**src/fwkh_pkg.sv**
```systemverilog
`timescale 1ns / 1ps
`default_nettype none

package fwkh_pkg;

   // Sizes of the parsed structure
   localparam int KEY_HASH_BYTES   = 32;
   localparam int MIN_HEADER_BYTES = 32;
   localparam int SHORT_LIMIT      = 32;

   // Result queue between parser and output stage
   localparam int QUEUE_DEPTH   = 4;
   localparam int QUEUE_PTR_W   = $clog2(QUEUE_DEPTH);
   localparam int QUEUE_COUNT_W = $clog2(QUEUE_DEPTH + 1);

   // Register reset values
   localparam logic [31:0] IMAGE_MAGIC_RESET    = 32'h96F3_B83D;
   localparam logic [15:0] TLV_INFO_MAGIC_RESET = 16'h6907;
   localparam logic [15:0] KEYHASH_TYPE_RESET   = 16'h0001;

   // Result kinds
   localparam logic KIND_KEY     = 1'b0;
   localparam logic KIND_VERDICT = 1'b1;

   typedef enum logic [1:0] {
      CSR_IMAGE_MAGIC    = 2'd0,
      CSR_TLV_INFO_MAGIC = 2'd1,
      CSR_KEYHASH_TYPE   = 2'd2
   } csr_index_type;

   typedef enum logic [2:0] {
      ST_FOUND      = 3'd0,
      ST_NO_KEY     = 3'd1,
      ST_SHORT      = 3'd2,
      ST_MAGIC      = 3'd3,
      ST_HDR_SIZE   = 3'd4,
      ST_TRUNCATED  = 3'd5,
      ST_INFO_MAGIC = 3'd6
   } status_type;

   typedef enum logic [2:0] {
      PH_HDR    = 3'd0,
      PH_SKIP   = 3'd1,
      PH_INFO   = 3'd2,
      PH_TLVHDR = 3'd3,
      PH_BODY   = 3'd4,
      PH_STOP   = 3'd5,
      PH_FAIL   = 3'd6
   } phase_type;

   // One queue entry: results caused by one image byte
   typedef struct packed {
      logic       key_valid;
      logic [7:0] key_byte;
      logic [4:0] key_index;
      logic       verdict_valid;
      status_type status;
   } rsp_entry_type;

endpackage

`default_nettype wire

```
**src/fwkh_front.sv**
```systemverilog
`timescale 1ns / 1ps
`default_nettype none

module fwkh_front import fwkh_pkg::*; (
   input  wire logic          clock,
   input  wire logic          reset,
   input  wire logic          csr_write_en,
   input  wire logic [1:0]    csr_index,
   input  wire logic [31:0]   csr_wdata,
   input  wire logic          accept,
   input  wire logic [7:0]    data_byte,
   input  wire logic          last_byte,
   output rsp_entry_type      entry,
   output logic               push
);

   logic [31:0] image_magic_ff;
   logic [15:0] tlv_info_magic_ff;
   logic [15:0] keyhash_type_ff;

   logic [32:0] pos_ff, pos_in;
   logic [31:0] magic_ff, magic_in;
   logic [15:0] hdr_ff, hdr_in;
   logic [31:0] img_ff, img_in;
   logic [32:0] info_ff, info_in;
   status_type  fail_ff, fail_in;     // ST_FOUND here means no failure yet
   phase_type   phase_ff, phase_in;
   logic [15:0] type_ff, type_in;
   logic [15:0] len_ff, len_in;
   logic [15:0] bl_ff, bl_in;
   logic        key_done_ff, key_done_in;

   phase_type   eff_phase;
   logic [31:0] magic_new;
   logic [15:0] hdr_new;
   logic [31:0] img_new;
   logic [15:0] type_hi;
   logic [15:0] len_hi;
   logic        hdr_bad;
   logic        is_key;
   logic [15:0] bl_dec;
   logic        emit_key;
   status_type  verdict;

   // Little-endian fields shift in from the top
   assign magic_new = {data_byte, magic_ff[31:8]};
   assign img_new   = {data_byte, img_ff[31:8]};
   assign hdr_new   = {data_byte, hdr_ff[7:0]};
   assign type_hi   = {data_byte, type_ff[7:0]};
   assign len_hi    = {data_byte, len_ff[7:0]};
   assign hdr_bad   = (hdr_new < 16'(MIN_HEADER_BYTES)) || (hdr_new[1:0] != 2'b00);
   assign bl_dec    = bl_ff - 16'd1;
   assign is_key    = !key_done_ff && (type_ff == keyhash_type_ff)
                      && (len_ff == 16'(KEY_HASH_BYTES));

   // Skip phase falls into the info record on the byte at the info offset
   assign eff_phase = (phase_ff == PH_SKIP && pos_ff == info_ff) ? PH_INFO : phase_ff;

   always_ff @(posedge clock) begin
      if (reset) begin
         image_magic_ff    <= IMAGE_MAGIC_RESET;
         tlv_info_magic_ff <= TLV_INFO_MAGIC_RESET;
         keyhash_type_ff   <= KEYHASH_TYPE_RESET;
      end else if (csr_write_en) begin
         case (csr_index)
            CSR_IMAGE_MAGIC:    image_magic_ff    <= csr_wdata;
            CSR_TLV_INFO_MAGIC: tlv_info_magic_ff <= csr_wdata[15:0];
            CSR_KEYHASH_TYPE:   keyhash_type_ff   <= csr_wdata[15:0];
            default: ;
         endcase
      end
   end

   // Next phase
   always_comb begin
      phase_in = phase_ff;
      case (eff_phase)
         PH_HDR: begin
            if (pos_ff == 33'd3 && magic_new != image_magic_ff) begin
               phase_in = PH_FAIL;
            end else if (pos_ff == 33'd9 && hdr_bad) begin
               phase_in = PH_FAIL;
            end else if (pos_ff == 33'd15) begin
               phase_in = PH_SKIP;
            end
         end
         PH_INFO: begin
            if (bl_ff[1:0] == 2'd3) begin
               phase_in = (fail_ff != ST_FOUND) ? PH_FAIL : PH_TLVHDR;
            end else begin
               phase_in = PH_INFO;
            end
         end
         PH_TLVHDR: begin
            if (bl_ff[1:0] == 2'd3) begin
               phase_in = (type_ff == 16'd0 || len_hi == 16'd0) ? PH_STOP : PH_BODY;
            end
         end
         PH_BODY: begin
            if (bl_dec == 16'd0) begin
               phase_in = is_key ? PH_STOP : PH_TLVHDR;
            end
         end
         default: ;
      endcase
   end

   // Field capture and key emission
   always_comb begin
      pos_in      = (&pos_ff) ? pos_ff : pos_ff + 33'd1;
      magic_in    = magic_ff;
      hdr_in      = hdr_ff;
      img_in      = img_ff;
      info_in     = info_ff;
      fail_in     = fail_ff;
      type_in     = type_ff;
      len_in      = len_ff;
      bl_in       = bl_ff;
      key_done_in = key_done_ff;
      emit_key    = 1'b0;
      case (eff_phase)
         PH_HDR: begin
            if (pos_ff[32:2] == 31'd0) begin
               magic_in = magic_new;
               if (pos_ff[1:0] == 2'd3 && magic_new != image_magic_ff) begin
                  fail_in = ST_MAGIC;
               end
            end else if (pos_ff == 33'd8) begin
               hdr_in = {8'd0, data_byte};
            end else if (pos_ff == 33'd9) begin
               hdr_in = hdr_new;
               if (hdr_bad) begin
                  fail_in = ST_HDR_SIZE;
               end
            end else if (pos_ff >= 33'd12 && pos_ff <= 33'd15) begin
               img_in = img_new;
               if (pos_ff == 33'd15) begin
                  info_in = 33'(hdr_ff) + 33'(img_new);
               end
            end
         end
         PH_INFO: begin
            // bl counts the info record bytes here
            if (bl_ff[1:0] == 2'd3) begin
               type_in = 16'd0;
               bl_in   = 16'd0;
            end else begin
               bl_in = bl_ff + 16'd1;
               if (bl_ff[1:0] == 2'd0) begin
                  type_in = {8'd0, data_byte};
               end else if (bl_ff[1:0] == 2'd1) begin
                  type_in = type_hi;
                  if (type_hi != tlv_info_magic_ff) begin
                     fail_in = ST_INFO_MAGIC;
                  end
               end
            end
         end
         PH_TLVHDR: begin
            case (bl_ff[1:0])
               2'd0:    type_in = {8'd0, data_byte};
               2'd1:    type_in = type_hi;
               2'd2:    len_in  = {8'd0, data_byte};
               default: len_in  = len_hi;
            endcase
            if (bl_ff[1:0] != 2'd3) begin
               bl_in = bl_ff + 16'd1;
            end else if (type_ff != 16'd0 && len_hi != 16'd0) begin
               bl_in = len_hi;
            end
         end
         PH_BODY: begin
            bl_in    = bl_dec;
            emit_key = is_key;
            if (bl_dec == 16'd0 && is_key) begin
               key_done_in = 1'b1;
            end
         end
         default: ;
      endcase
   end

   // Verdict, from the state after this byte
   always_comb begin
      if (pos_ff < 33'(SHORT_LIMIT - 1)) begin
         verdict = ST_SHORT;
      end else if (fail_in == ST_MAGIC || fail_in == ST_HDR_SIZE) begin
         verdict = fail_in;
      end else if (phase_in inside {PH_HDR, PH_SKIP, PH_INFO}) begin
         verdict = ST_TRUNCATED;
      end else if (fail_in == ST_INFO_MAGIC) begin
         verdict = ST_INFO_MAGIC;
      end else begin
         verdict = key_done_in ? ST_FOUND : ST_NO_KEY;
      end
   end

   assign entry.key_valid     = emit_key;
   assign entry.key_byte      = data_byte;
   assign entry.key_index     = len_ff[4:0] - bl_ff[4:0];
   assign entry.verdict_valid = last_byte;
   assign entry.status        = verdict;
   assign push                = accept && (emit_key || last_byte);

   always_ff @(posedge clock) begin
      if (reset || (accept && last_byte)) begin
         pos_ff      <= '0;
         magic_ff    <= '0;
         hdr_ff      <= '0;
         img_ff      <= '0;
         info_ff     <= '0;
         fail_ff     <= ST_FOUND;
         phase_ff    <= PH_HDR;
         type_ff     <= '0;
         len_ff      <= '0;
         bl_ff       <= '0;
         key_done_ff <= 1'b0;
      end else if (accept) begin
         pos_ff      <= pos_in;
         magic_ff    <= magic_in;
         hdr_ff      <= hdr_in;
         img_ff      <= img_in;
         info_ff     <= info_in;
         fail_ff     <= fail_in;
         phase_ff    <= phase_in;
         type_ff     <= type_in;
         len_ff      <= len_in;
         bl_ff       <= bl_in;
         key_done_ff <= key_done_in;
      end
   end

   a_emit_in_body: assert property (@(posedge clock) disable iff (reset)
      emit_key |-> phase_ff == PH_BODY)
      else $error("key byte emitted outside a TLV body");

   a_last_clears: assert property (@(posedge clock) disable iff (reset)
      accept && last_byte |=> pos_ff == 33'd0 && phase_ff == PH_HDR && !key_done_ff)
      else $error("parser state not cleared after final byte");

endmodule

`default_nettype wire

```
**src/fwkh_queue.sv**
```systemverilog
`timescale 1ns / 1ps
`default_nettype none

module fwkh_queue import fwkh_pkg::*; (
   input  wire logic          clock,
   input  wire logic          reset,
   input  wire logic          push,
   input  wire rsp_entry_type push_entry,
   input  wire logic          pop,
   output rsp_entry_type      head,
   output logic               head_valid,
   output logic               full
);

   rsp_entry_type                slot_ff [QUEUE_DEPTH];
   logic [QUEUE_PTR_W-1:0]       wr_ptr_ff;
   logic [QUEUE_PTR_W-1:0]       rd_ptr_ff;
   logic [QUEUE_COUNT_W-1:0]     count_ff;

   assign head       = slot_ff[rd_ptr_ff];
   assign head_valid = (count_ff != '0);
   assign full       = (count_ff == QUEUE_COUNT_W'(QUEUE_DEPTH));

   always_ff @(posedge clock) begin
      if (push) begin
         slot_ff[wr_ptr_ff] <= push_entry;
      end
   end

   always_ff @(posedge clock) begin
      if (reset) begin
         wr_ptr_ff <= '0;
         rd_ptr_ff <= '0;
         count_ff  <= '0;
      end else begin
         if (push) begin
            wr_ptr_ff <= wr_ptr_ff + QUEUE_PTR_W'(1);
         end
         if (pop) begin
            rd_ptr_ff <= rd_ptr_ff + QUEUE_PTR_W'(1);
         end
         case ({push, pop})
            2'b10:   count_ff <= count_ff + QUEUE_COUNT_W'(1);
            2'b01:   count_ff <= count_ff - QUEUE_COUNT_W'(1);
            default: ;
         endcase
      end
   end

   a_no_overrun: assert property (@(posedge clock) disable iff (reset)
      !(push && full && !pop) && !(pop && !head_valid))
      else $error("result queue overrun or underrun");

endmodule

`default_nettype wire

```
**src/fwkh_back.sv**
```systemverilog
`timescale 1ns / 1ps
`default_nettype none

module fwkh_back import fwkh_pkg::*; (
   input  wire logic          clock,
   input  wire logic          reset,
   input  wire rsp_entry_type head,
   input  wire logic          head_valid,
   output logic               pop,
   output logic               rsp_valid,
   input  wire logic          rsp_stall,
   output logic               rsp_kind,
   output logic [7:0]         rsp_key_byte,
   output logic [4:0]         rsp_key_index,
   output logic               rsp_header_valid,
   output logic               rsp_key_found,
   output logic [2:0]         rsp_status,
   output logic               rsp_last_result
);

   rsp_entry_type hold_ff;
   logic          hold_valid_ff;
   logic          key_sent_ff;

   logic key_pending;
   logic beat;
   logic entry_done;

   assign key_pending = hold_ff.key_valid && !key_sent_ff;
   assign beat        = hold_valid_ff && !rsp_stall;
   assign entry_done  = beat && (!key_pending || !hold_ff.verdict_valid);
   assign pop         = head_valid && (!hold_valid_ff || entry_done);

   always_ff @(posedge clock) begin
      if (pop) begin
         hold_ff <= head;
      end
   end

   always_ff @(posedge clock) begin
      if (reset) begin
         hold_valid_ff <= 1'b0;
         key_sent_ff   <= 1'b0;
      end else if (pop) begin
         hold_valid_ff <= 1'b1;
         key_sent_ff   <= 1'b0;
      end else if (entry_done) begin
         hold_valid_ff <= 1'b0;
      end else if (beat) begin
         // key beat left, verdict of the same byte still to go
         key_sent_ff <= 1'b1;
      end
   end

   assign rsp_valid        = hold_valid_ff;
   assign rsp_kind         = key_pending ? KIND_KEY : KIND_VERDICT;
   assign rsp_key_byte     = key_pending ? hold_ff.key_byte : 8'd0;
   assign rsp_key_index    = key_pending ? hold_ff.key_index : 5'd0;
   assign rsp_header_valid = !key_pending
                             && (hold_ff.status == ST_FOUND || hold_ff.status == ST_NO_KEY);
   assign rsp_key_found    = !key_pending && (hold_ff.status == ST_FOUND);
   assign rsp_status       = key_pending ? ST_FOUND : hold_ff.status;
   assign rsp_last_result  = key_pending ? !hold_ff.verdict_valid : 1'b1;

   a_verdict_follows: assert property (@(posedge clock) disable iff (reset)
      beat && key_pending && hold_ff.verdict_valid
      |=> rsp_valid && rsp_kind == KIND_VERDICT && rsp_last_result)
      else $error("verdict beat lost after key beat of final byte");

endmodule

`default_nettype wire

```
**src/firmware_image_tlv_keyhash_parser_core.sv**
```systemverilog
`timescale 1ns / 1ps
`default_nettype none

// Streaming key-hash extractor for a signed firmware image. Feed the image
// one byte per beat on req_, with req_last_byte on its final byte; the next
// beat starts a new image. The parser checks the little-endian magic at
// offset 0, the header size at offsets 8..9 (at least 32, multiple of 4),
// and the TLV info magic at header size + image size, then walks the TLV
// entries. Each body byte of the first key-hash entry (matching type,
// 32 bytes long) comes out as a key beat (rsp_kind 0) as it arrives; the
// final byte yields a verdict beat (rsp_kind 1) with header_valid,
// key_found and status. Key beats only count if the verdict says found.
// Rate: one byte per clock on req_ unless req_stall is high, and one result
// beat per clock on rsp_ unless rsp_stall is high; the byte-wise parser
// updates its counters on each accepted byte. A byte that is both the last
// key byte and the final image byte produces two beats. A four-entry result
// queue sits between parser and output register, so a stalled rsp_ holds off
// req_ only once that queue fills. Write csr_ registers (0: image magic,
// 1: TLV info magic, 2: key-hash TLV type) only while idle.

module firmware_image_tlv_keyhash_parser_core import fwkh_pkg::*; (
   input  wire logic        clock,
   input  wire logic        reset,

   input  wire logic        csr_write_en,
   input  wire logic [1:0]  csr_index,
   input  wire logic [31:0] csr_wdata,

   input  wire logic        req_valid,
   output logic             req_stall,
   input  wire logic [7:0]  req_data_byte,
   input  wire logic        req_last_byte,

   output logic             rsp_valid,
   input  wire logic        rsp_stall,
   output logic             rsp_kind,
   output logic [7:0]       rsp_key_byte,
   output logic [4:0]       rsp_key_index,
   output logic             rsp_header_valid,
   output logic             rsp_key_found,
   output logic [2:0]       rsp_status,
   output logic             rsp_last_result
);

   rsp_entry_type front_entry;
   rsp_entry_type head;
   logic          front_push;
   logic          head_valid;
   logic          queue_full;
   logic          pop;
   logic          req_accept;

   // Hold the input side only while the result queue is full
   assign req_stall  = queue_full;
   assign req_accept = req_valid && !queue_full;

   fwkh_front u_front (
      .clock        (clock),
      .reset        (reset),
      .csr_write_en (csr_write_en),
      .csr_index    (csr_index),
      .csr_wdata    (csr_wdata),
      .accept       (req_accept),
      .data_byte    (req_data_byte),
      .last_byte    (req_last_byte),
      .entry        (front_entry),
      .push         (front_push)
   );

   fwkh_queue u_queue (
      .clock      (clock),
      .reset      (reset),
      .push       (front_push),
      .push_entry (front_entry),
      .pop        (pop),
      .head       (head),
      .head_valid (head_valid),
      .full       (queue_full)
   );

   fwkh_back u_back (
      .clock            (clock),
      .reset            (reset),
      .head             (head),
      .head_valid       (head_valid),
      .pop              (pop),
      .rsp_valid        (rsp_valid),
      .rsp_stall        (rsp_stall),
      .rsp_kind         (rsp_kind),
      .rsp_key_byte     (rsp_key_byte),
      .rsp_key_index    (rsp_key_index),
      .rsp_header_valid (rsp_header_valid),
      .rsp_key_found    (rsp_key_found),
      .rsp_status       (rsp_status),
      .rsp_last_result  (rsp_last_result)
   );

endmodule

`default_nettype wire

```
**config.mk**
```make
export PLATFORM = sky130hd
export DESIGN_NAME = firmware_image_tlv_keyhash_parser_core
export DESIGN_NICKNAME = d
export VERILOG_FILES = /design/src/fwkh_pkg.sv /design/src/fwkh_front.sv /design/src/fwkh_queue.sv /design/src/fwkh_back.sv /design/src/firmware_image_tlv_keyhash_parser_core.sv
export SDC_FILE = /design/constraint.sdc
export NUM_CORES = 1
export LEC_CHECK = 0
export BUFFER_PORTS_ARGS = -buffer_cell sky130_fd_sc_hd__clkbuf_2
export CORE_ASPECT_RATIO = 2
export CORE_UTILIZATION = 50
export CTS_CLUSTER_DIAMETER = 50
export DETAILED_ROUTE_END_ITERATION = 10
export PLACE_DENSITY = 0.65
export SYNTH_ARGS = -nofsm -noshare
export SYNTH_HDL_FRONTEND = slang
export SYNTH_SLANG_ARGS = --single-unit
```
**constraint.sdc**
```tcl
create_clock -name clock -period 3.7 [get_ports clock]
set_input_delay 0.74 -clock clock [delete_from_list [all_inputs] [get_ports clock]]
set_output_delay 0.74 -clock clock [all_outputs]
set_load 0.1 [all_outputs]
```
==> metrics.yaml, run 1 <==
critical_path:
  required_ns: 4.03
  start_kind: "flip-flop"
  worstSetupEndpointType: "flip-flop"
  reg2reg_depth: 11
  regToRegStartpoint: "u_front.bl_ff[1]$_SDFFE_PP0P_"
  crit_end: "u_queue.slot_ff[0][0]$_DFFE_PP_"
  ff2ff_setup_slack_ns: 0.26
  cp.arrival_ns: 3.77
  r2r-end: "u_queue.slot_ff[0][0]$_DFFE_PP_"
  critPathMaxFanout: 6
  crit_start: "u_front.bl_ff[1]$_SDFFE_PP0P_"
  setup.worst_path.class: "flip-flop to flip-flop"
place:
  finalWeightedCongestion: 0.966
  hpwl_mm: 33.2
  dp_cells: 2234
  io_buffers: 69
detailed_routing:
  first_pass_iters: 7
  drt_wl_total_mm: 45.0
  wl_per_cell_um: 19.6
  vias_per_cell: 5.70
  drc_errors: 0
  antenna_left: 0
  num_vias: 13100
  drt_iter0_drc: 785
yosys:
  syn_avg_cell_area_um2: 9.38
  synth_area_leaders: "dfxtp_1 31%, edfxtp_1 16%, nand2_1 5.1%, xor2_1 5.1%, nor2_1 4.3%"
  synthMostInstantiatedCell: "dfxtp_1"
  synth_common_cells: "258 x dfxtp_1, 228 x nand2_1, 193 x nor2_1"
  ys_seq_elements: 348
  synth_cells: 1780
  synth_warnings: 0
  seq_area_frac_synth_pct: 47.1
  ys_types: 79
  synth_ff_type: "dfxtp_1"
  synth_top_area_share_pct: 30.9
  synth.largest_area_cell: "dfxtp_1"
  syn-cell-area_um2: 16700
  synth_edf_count: 90
  syn_nets: 1866
  synthArstFlopShare_pct: 0
clock_tree:
  cts.htree.levels: 2
  cts_resized: 0
  clk_pin_slew_ns: 0.07
  root_buffer: "clkbuf_16"
  cts_tree: "built"
  clk-insertion-delay-late_ns: 0.56
  clock-sinks: 348
  numCtsBuffers: 35
  cts_setup_buffers: 0
  holdBufCountCts: 0
  clk_path_buf_depth: 3
timing:
  setup_viol: 0
  setup-tns-final_ns: 0
  worst_pin_slew_ns: 1.00
  max_freq_ghz: 0.291
  rsz0062_at_grt: "no"
  slew_violations: 0
  final.setup_skew_ns: 0.0356
  slew_headroom_pct: 32.8
  fin_crit_ns: 3.44
  hold_viol_final: 0
  hold_slack_ns: 0.392
  fin_crit_sh_pct: 93.0
global_routing:
  track_usage_pct: 26.6
  overflow: 0
  grt_pass1_vias: 12800
  grt_max_degree: 75
  grt_pass1_wl_mm: 70.5
  antenna_found_initial: 0
job:
  cap_violations: 0
pwr:
  vdd_drop_max_mv: 0.654
  p_leak_uw: 0.00712
  power_density_nw_per_um2: 558
floorplan:
  die_h_um: 260
  placementRows: 94
  die_x_um: 131
  die_area_um2: 34200
  pin_count: 70
  fp.coreArea_um2: 32900
  initial_core_util_pct: 50.7
layout:
  fillers: 2961
  nets: 1925
  syn2layout_area_growth_pct: 13.2
  n_antenna_cell: 0
  drive_gt1_share_pct: 12.9
  final_cells: 2298
run_status:
  outcome: "complete, no violations"
min_path:
  hold_class: "input pin to flip-flop"
per-stage QoR:
step                total power, uW  setup slack, ns  utilization (%)  cell area [um2]
floorplan                      6270           -0.128                -            16700
global placement               6810            0.393             53.7            17700
detailed placement             6850            0.278             53.7            17700
CTS                           10600            0.264             57.4            18900
global route                  10900           0.0619             57.4            18900
finish                        10600            0.258             57.4            18900
power breakdown:
| part | switching, uW | total [uW] | internal (uW) |
|---|---|---|---|
| registers | 160 | 4350 | 4190 |
| clock network | 1600 | 3790 | 2200 |
| logic | 1680 | 2410 | 725 |
cell families (layout without fill, tap and decap cells):
group	count (synthesis)	count (layout)	synth area share [%]
DFF	348	348	47.1
buffers and inverters	137	223	3.17
AOI/OAI and AO/OA	282	282	10.5
and+or+nand+nor	728	728	21.3
adders and majority gates	39	39	3.04
muxes	83	83	6.32
xor gates and xnor gates	163	163	8.55
sequential cells by signal, indices dropped and copies added, names as in the netlist, 18 cells and up:
signal	cells
u_queue.slot_ff	72
u_front.info_ff	33
u_front.pos_ff	33
u_front.image_magic_ff	32
u_front.img_ff	24
u_front.magic_ff	24
u_back.hold_ff	18
routing by layer:
metal	wire length [um]	GRT usage (%)
met5	0	0
met4	2890	17.1
met3	1470	2.99
met2	23800	50.2
met1	16900	27.9
placed cells by master, fill, tap and decap left out, drive strengths merged, types with 35 or more instances in the layout:
cell type,instances
edfxtp,90
nand4,38
mux2i,65
ha,35
dfxtp,258
nor4,42
xor2,97
inv,37
buf,58
o21ai,47
clkbuf,111
nand2,228
nand3,51
xnor2,66
a21oi,136
nor2,194
critical path, stage by stage (launching register included):
cell       delay, ns
dfxtp_1         0.31
inv_1           0.17
ha_1            0.27
or3b_1          0.43
nor4_1          0.26
a221o_2         0.16
o211ai_2        0.15
o41a_1          0.39
a2111oi_4       0.38
o31ai_2         0.18
a21bo_1         0.21
a221oi_2        0.31
layout make-up:
class                      instances  area, um2  share of cell area (%)
timing repair buffer             127        806                    4.26
inverter                          32        120                   0.635
clock inverter                    22        262                    1.38
sequential                       348       7870                    41.6
multi-input combinational       1295       8330                    44.1
clock buffer                      42        973                    5.15
tap                              432        541                    2.86
worst min-delay path by stage:
stage,startpoint,end,slack [ns],cells past startpoint
after CTS,csr_wdata[30],u_front.image_magic_ff[30]$_SDFFE_PP0P_,0.39,3
after floorplan,u_front.hdr_ff[10]$_SDFFE_PP0P_,u_front.hdr_ff[10]$_SDFFE_PP0P_,0.44,2
after global placement,u_front.image_magic_ff[19]$_SDFFE_PP0P_,u_front.image_magic_ff[19]$_SDFFE_PP0P_,0.46,2
after detailed placement,u_front.tlv_info_magic_ff[7]$_SDFFE_PP0P_,u_front.tlv_info_magic_ff[7]$_SDFFE_PP0P_,0.46,2
final,csr_wdata[30],u_front.image_magic_ff[30]$_SDFFE_PP0P_,0.39,3
after global routing,csr_wdata[27],u_front.image_magic_ff[27]$_SDFFE_PP0P_,0.40,3
(Power assumes the default switching activity.)
==> run 2, diff against run 1 <==
--- a/config.mk
+++ b/config.mk
@@ -7,10 +7,10 @@
 export LEC_CHECK = 0
 export BUFFER_PORTS_ARGS = -buffer_cell sky130_fd_sc_hd__clkbuf_2
 export CORE_ASPECT_RATIO = 2
-export CORE_UTILIZATION = 50
+export CORE_UTILIZATION = 30
 export CTS_CLUSTER_DIAMETER = 50
 export DETAILED_ROUTE_END_ITERATION = 10
-export PLACE_DENSITY = 0.65
+export PLACE_DENSITY = 0.43
 export SYNTH_ARGS = -nofsm -noshare
 export SYNTH_HDL_FRONTEND = slang
 export SYNTH_SLANG_ARGS = --single-unit
==> run 2 against run 1 <==
  * Sequential power about the same
  * Highest routed layer is now met5
  * Worst hold slack worse by 0.0058 ns
  * Critical path depth unchanged
  * Non-clock buffer count up 11
  * Sequential share of layout area down 1.3 points
  * Design area up 3.1%
==> metrics.yaml, run 2 (synthesized netlist as in run 1, its figures left out) <==
run_status:
  outcome: "complete, no violations"  # unchanged
floorplan:
  pin_count: 70  # unchanged
  die_x_um: 169  # was 131 um
  initial_core_util_pct: 30.3  # was 50.7%
  die_area_um2: 56700  # was 34200 um2
  placementRows: 122  # was 94
  die_h_um: 336  # was 260 um
  fp.coreArea_um2: 55100  # was 32900 um2
critical_path:
  slowest_stage: "or3b_1"  # unchanged
  cp.arrival_ns: 3.76  # was 3.77 ns
  r2r-end: "u_queue.slot_ff[3][0]$_DFFE_PP_"  # was u_queue.slot_ff[0][0]$_DFFE_PP_
  path_cells: "inv_1 > ha_1 > or3b_1 > nor4_1 > a221o_2 > o211ai_2 > o41a_1 > a2111oi_4 > o31ai_2 > a21bo_1 > a221oi_2"  # unchanged
  ff2ff_setup_slack_ns: 0.29  # was 0.26 ns
  max_stage_delay_ns: 0.43  # about the same
  critPathMaxFanout: 6  # unchanged
  reg2reg_depth: 11  # unchanged
  setup.worst_path.class: "flip-flop to flip-flop"  # unchanged
  required_ns: 4.06  # was 4.03 ns
  worstSetupEndpointType: "flip-flop"  # unchanged
  start_kind: "flip-flop"  # unchanged
  regToRegStartpoint: "u_front.bl_ff[1]$_SDFFE_PP0P_"  # unchanged
place:
  hpwl_mm: 37.8  # was 33.2 mm
  io_buffers: 69  # unchanged
  place_area_um2: 18200  # was 17700 um2
  finalWeightedCongestion: 0.890  # was 0.966
  dp_slack_ns: 0.211  # was 0.278 ns
pwr:
  p_leak_uw: 0.00722  # was 0.00712 uW
  power_density_nw_per_um2: 554  # was 558 nW/um2
  clockPowerShare_pct: 36.9  # was 35.9%
  vdd_drop_max_mv: 0.281  # was 0.654 mV
  pwr-share-seq_pct: 40.3  # was 41.3%
  switching_share_pct: 33.1  # was 32.6%
  pwr-share-comb_pct: 22.8  # about the same
  p_int_uw: 7220  # was 7120 uW
  power.switching_uw: 3570  # was 3440 uW
clock_tree:
  cts_tree: "built"  # unchanged
  cts.htree.levels: 2  # unchanged
  root_buffer: "clkbuf_16"  # unchanged
  numCtsBuffers: 39  # was 35
  clk_path_buf_depth: 3  # unchanged
  holdBufCountCts: 0  # unchanged
  cts_setup_buffers: 0  # unchanged
  clk-insertion-delay-late_ns: 0.56  # about the same
  clk_pin_slew_ns: 0.06  # was 0.07 ns
  clock-sinks: 348  # unchanged
min_path:
  holdPathStages: 3  # unchanged
  hold_class: "input pin to flip-flop"  # unchanged
  hold_path_end: "u_front.image_magic_ff[31]$_SDFFE_PP1P_"  # was u_front.image_magic_ff[30]$_SDFFE_PP0P_
  hp-start: "csr_wdata[31]"  # was csr_wdata[30]
layout:
  syn2layout_area_growth_pct: 16.7  # was 13.2%
  layout_commonest_cell: "dfxtp_1"  # unchanged
  reg_top3: "u_queue.slot_ff (72), u_front.info_ff (33), u_front.pos_ff (33)"  # unchanged
  drive_gt1_share_pct: 13.3  # was 12.9%
  largest_reg_flops: 72  # unchanged
  final_cell_mix: "258 x dfxtp_1, 228 x nand2_1, 193 x nor2_1"  # unchanged
  stdcell_area_um2: 19500  # was 18900 um2
  nets: 1940  # was 1925
  regMostFlops: "u_queue.slot_ff"  # unchanged
  n_antenna_cell: 0  # unchanged
timing:
  slew_headroom_pct: 32.5  # was 32.8%
  final.setup_skew_ns: 0.0231  # was 0.0356 ns
  fin_crit_sh_pct: 92.1  # was 93.0%
  worst_pin_slew_ns: 1.01  # was 1.00 ns
  fin_ws_ns: 0.292  # was 0.258 ns
  setup_viol: 0  # unchanged
  rsz0062_at_grt: "no"  # unchanged
  slew_violations: 0  # unchanged
  hold_viol_final: 0  # unchanged
  max_freq_ghz: 0.293  # was 0.291 GHz
  fin_crit_ns: 3.41  # was 3.44 ns
detailed_routing:
  wl_per_cell_um: 19.3  # was 19.6 um
  drt_wl_total_mm: 50.7  # was 45.0 mm
  drc_errors: 0  # unchanged
  antenna_left: 0  # unchanged
  drt_iter0_drc: 687  # was 785
  first_pass_iters: 6  # was 7
  vias_per_cell: 4.94  # was 5.70
  num_vias: 13000  # was 13100
global_routing:
  track_usage_pct: 18.1  # was 26.6%
  overflow: 0  # unchanged
  grt_pass1_vias: 13000  # was 12800
  antenna_found_initial: 1  # was 0
  grt_max_degree: 85  # was 75
  grt_pass1_wl_mm: 78.2  # was 70.5 mm
job:
  cap_violations: 0  # unchanged
==> run 2: cell count changes in the layout (fill, tap and decap cells not counted), moves of 2 or more <==
cell,previous run,this run
clkbuf_16,36,39
buf_4,56,64
buf_12,2,5
clkinv_4,0,2
bufinv_16,4,2
clkinv_2,6,1
clkinv_8,1,3
inv_6,3,1
clkbuf_8,5,8
clkbuf_1,1,8
==> run 2: what timing repair did <==
| item | in CTS | in global routing |
|---|---|---|
| setup endpoints to repair | 0 | 4 |
| hold endpoints to repair | 0 | 0 |
| gates resized for setup | 0 | 1 |
==> run 2: metal layers <==
layer	GRT usage [%]	wire length (um)
met1	18.9	19100
met2	35.0	27500
met3	2.00	1520
met5	0	11
met4	9.28	2540
==> run 2: how the worst max path moves through the flow <==
stage | start | to | slack (ns) | cells after the start
6_report | u_front.bl_ff[1]$_SDFFE_PP0P_ | u_queue.slot_ff[3][0]$_DFFE_PP_ | 0.29 | 11
5_1_grt | u_front.bl_ff[1]$_SDFFE_PP0P_ | u_queue.slot_ff[3][0]$_DFFE_PP_ | 0.01 | 11
4_1_cts | u_front.bl_ff[1]$_SDFFE_PP0P_ | u_queue.slot_ff[3][0]$_DFFE_PP_ | 0.27 | 11
3_5_place_dp | req_data_byte[6] | u_queue.slot_ff[2][0]$_DFFE_PP_ | 0.21 | 10
3_3_place_gp | req_data_byte[7] | u_queue.slot_ff[0][0]$_DFFE_PP_ | 0.33 | 10
2_1_floorplan | u_back.hold_ff[17]$_DFFE_PP_ | u_queue.count_ff[2]$_SDFFE_PP0P_ | -0.13 | 11
==> run 2: stage by stage <==
step / cells / setup TNS [ns] / hold WS [ns] / util [%] / power, uW
2_1_floorplan: 1780 / -0.128 / 0.436 / - / 6270
3_3_place_gp: 2557 / 0 / 0.457 / 33.0 / 6900
3_5_place_dp: 2557 / 0 / 0.462 / 33.0 / 6920
4_1_cts: 2627 / 0 / 0.361 / 35.4 / 10900
5_1_grt: 2627 / 0 / 0.384 / 35.4 / 11300
6_report: 2627 / 0 / 0.386 / 35.4 / 10800
==> run 2: critical path, delay by kind of cell (launching register included) <==
family                   cells  cell delay, ns
buffers and inverters        1            0.17
adder cells (fa/ha/maj)      1            0.30
AND/OR/NAND/NOR              2            0.67
flip-flops                   1            0.31
AO/OA/AOI/OAI                7            1.76
==> run 2: final cells by class <==
cell class,instances,area (um2)
inverter,32,120
sequential,348,7870
multi-input combinational,1295,8340
clock buffer,55,1120
clock inverter,15,191
timing repair buffer,138,926
fill,5671,35600
tap,744,931
==> run 2: power by group through the flow <==
| stage | Clock, uW | Combinational (uW) | Sequential [uW] |
|---|---|---|---|
| global route | 4230 | 2650 | 4380 |
| global placement | 0 | 2470 | 4430 |
| detailed placement | 0 | 2480 | 4440 |
| floorplan | 0 | 1880 | 4390 |
| CTS | 4110 | 2490 | 4350 |
| finish | 3980 | 2460 | 4350 |
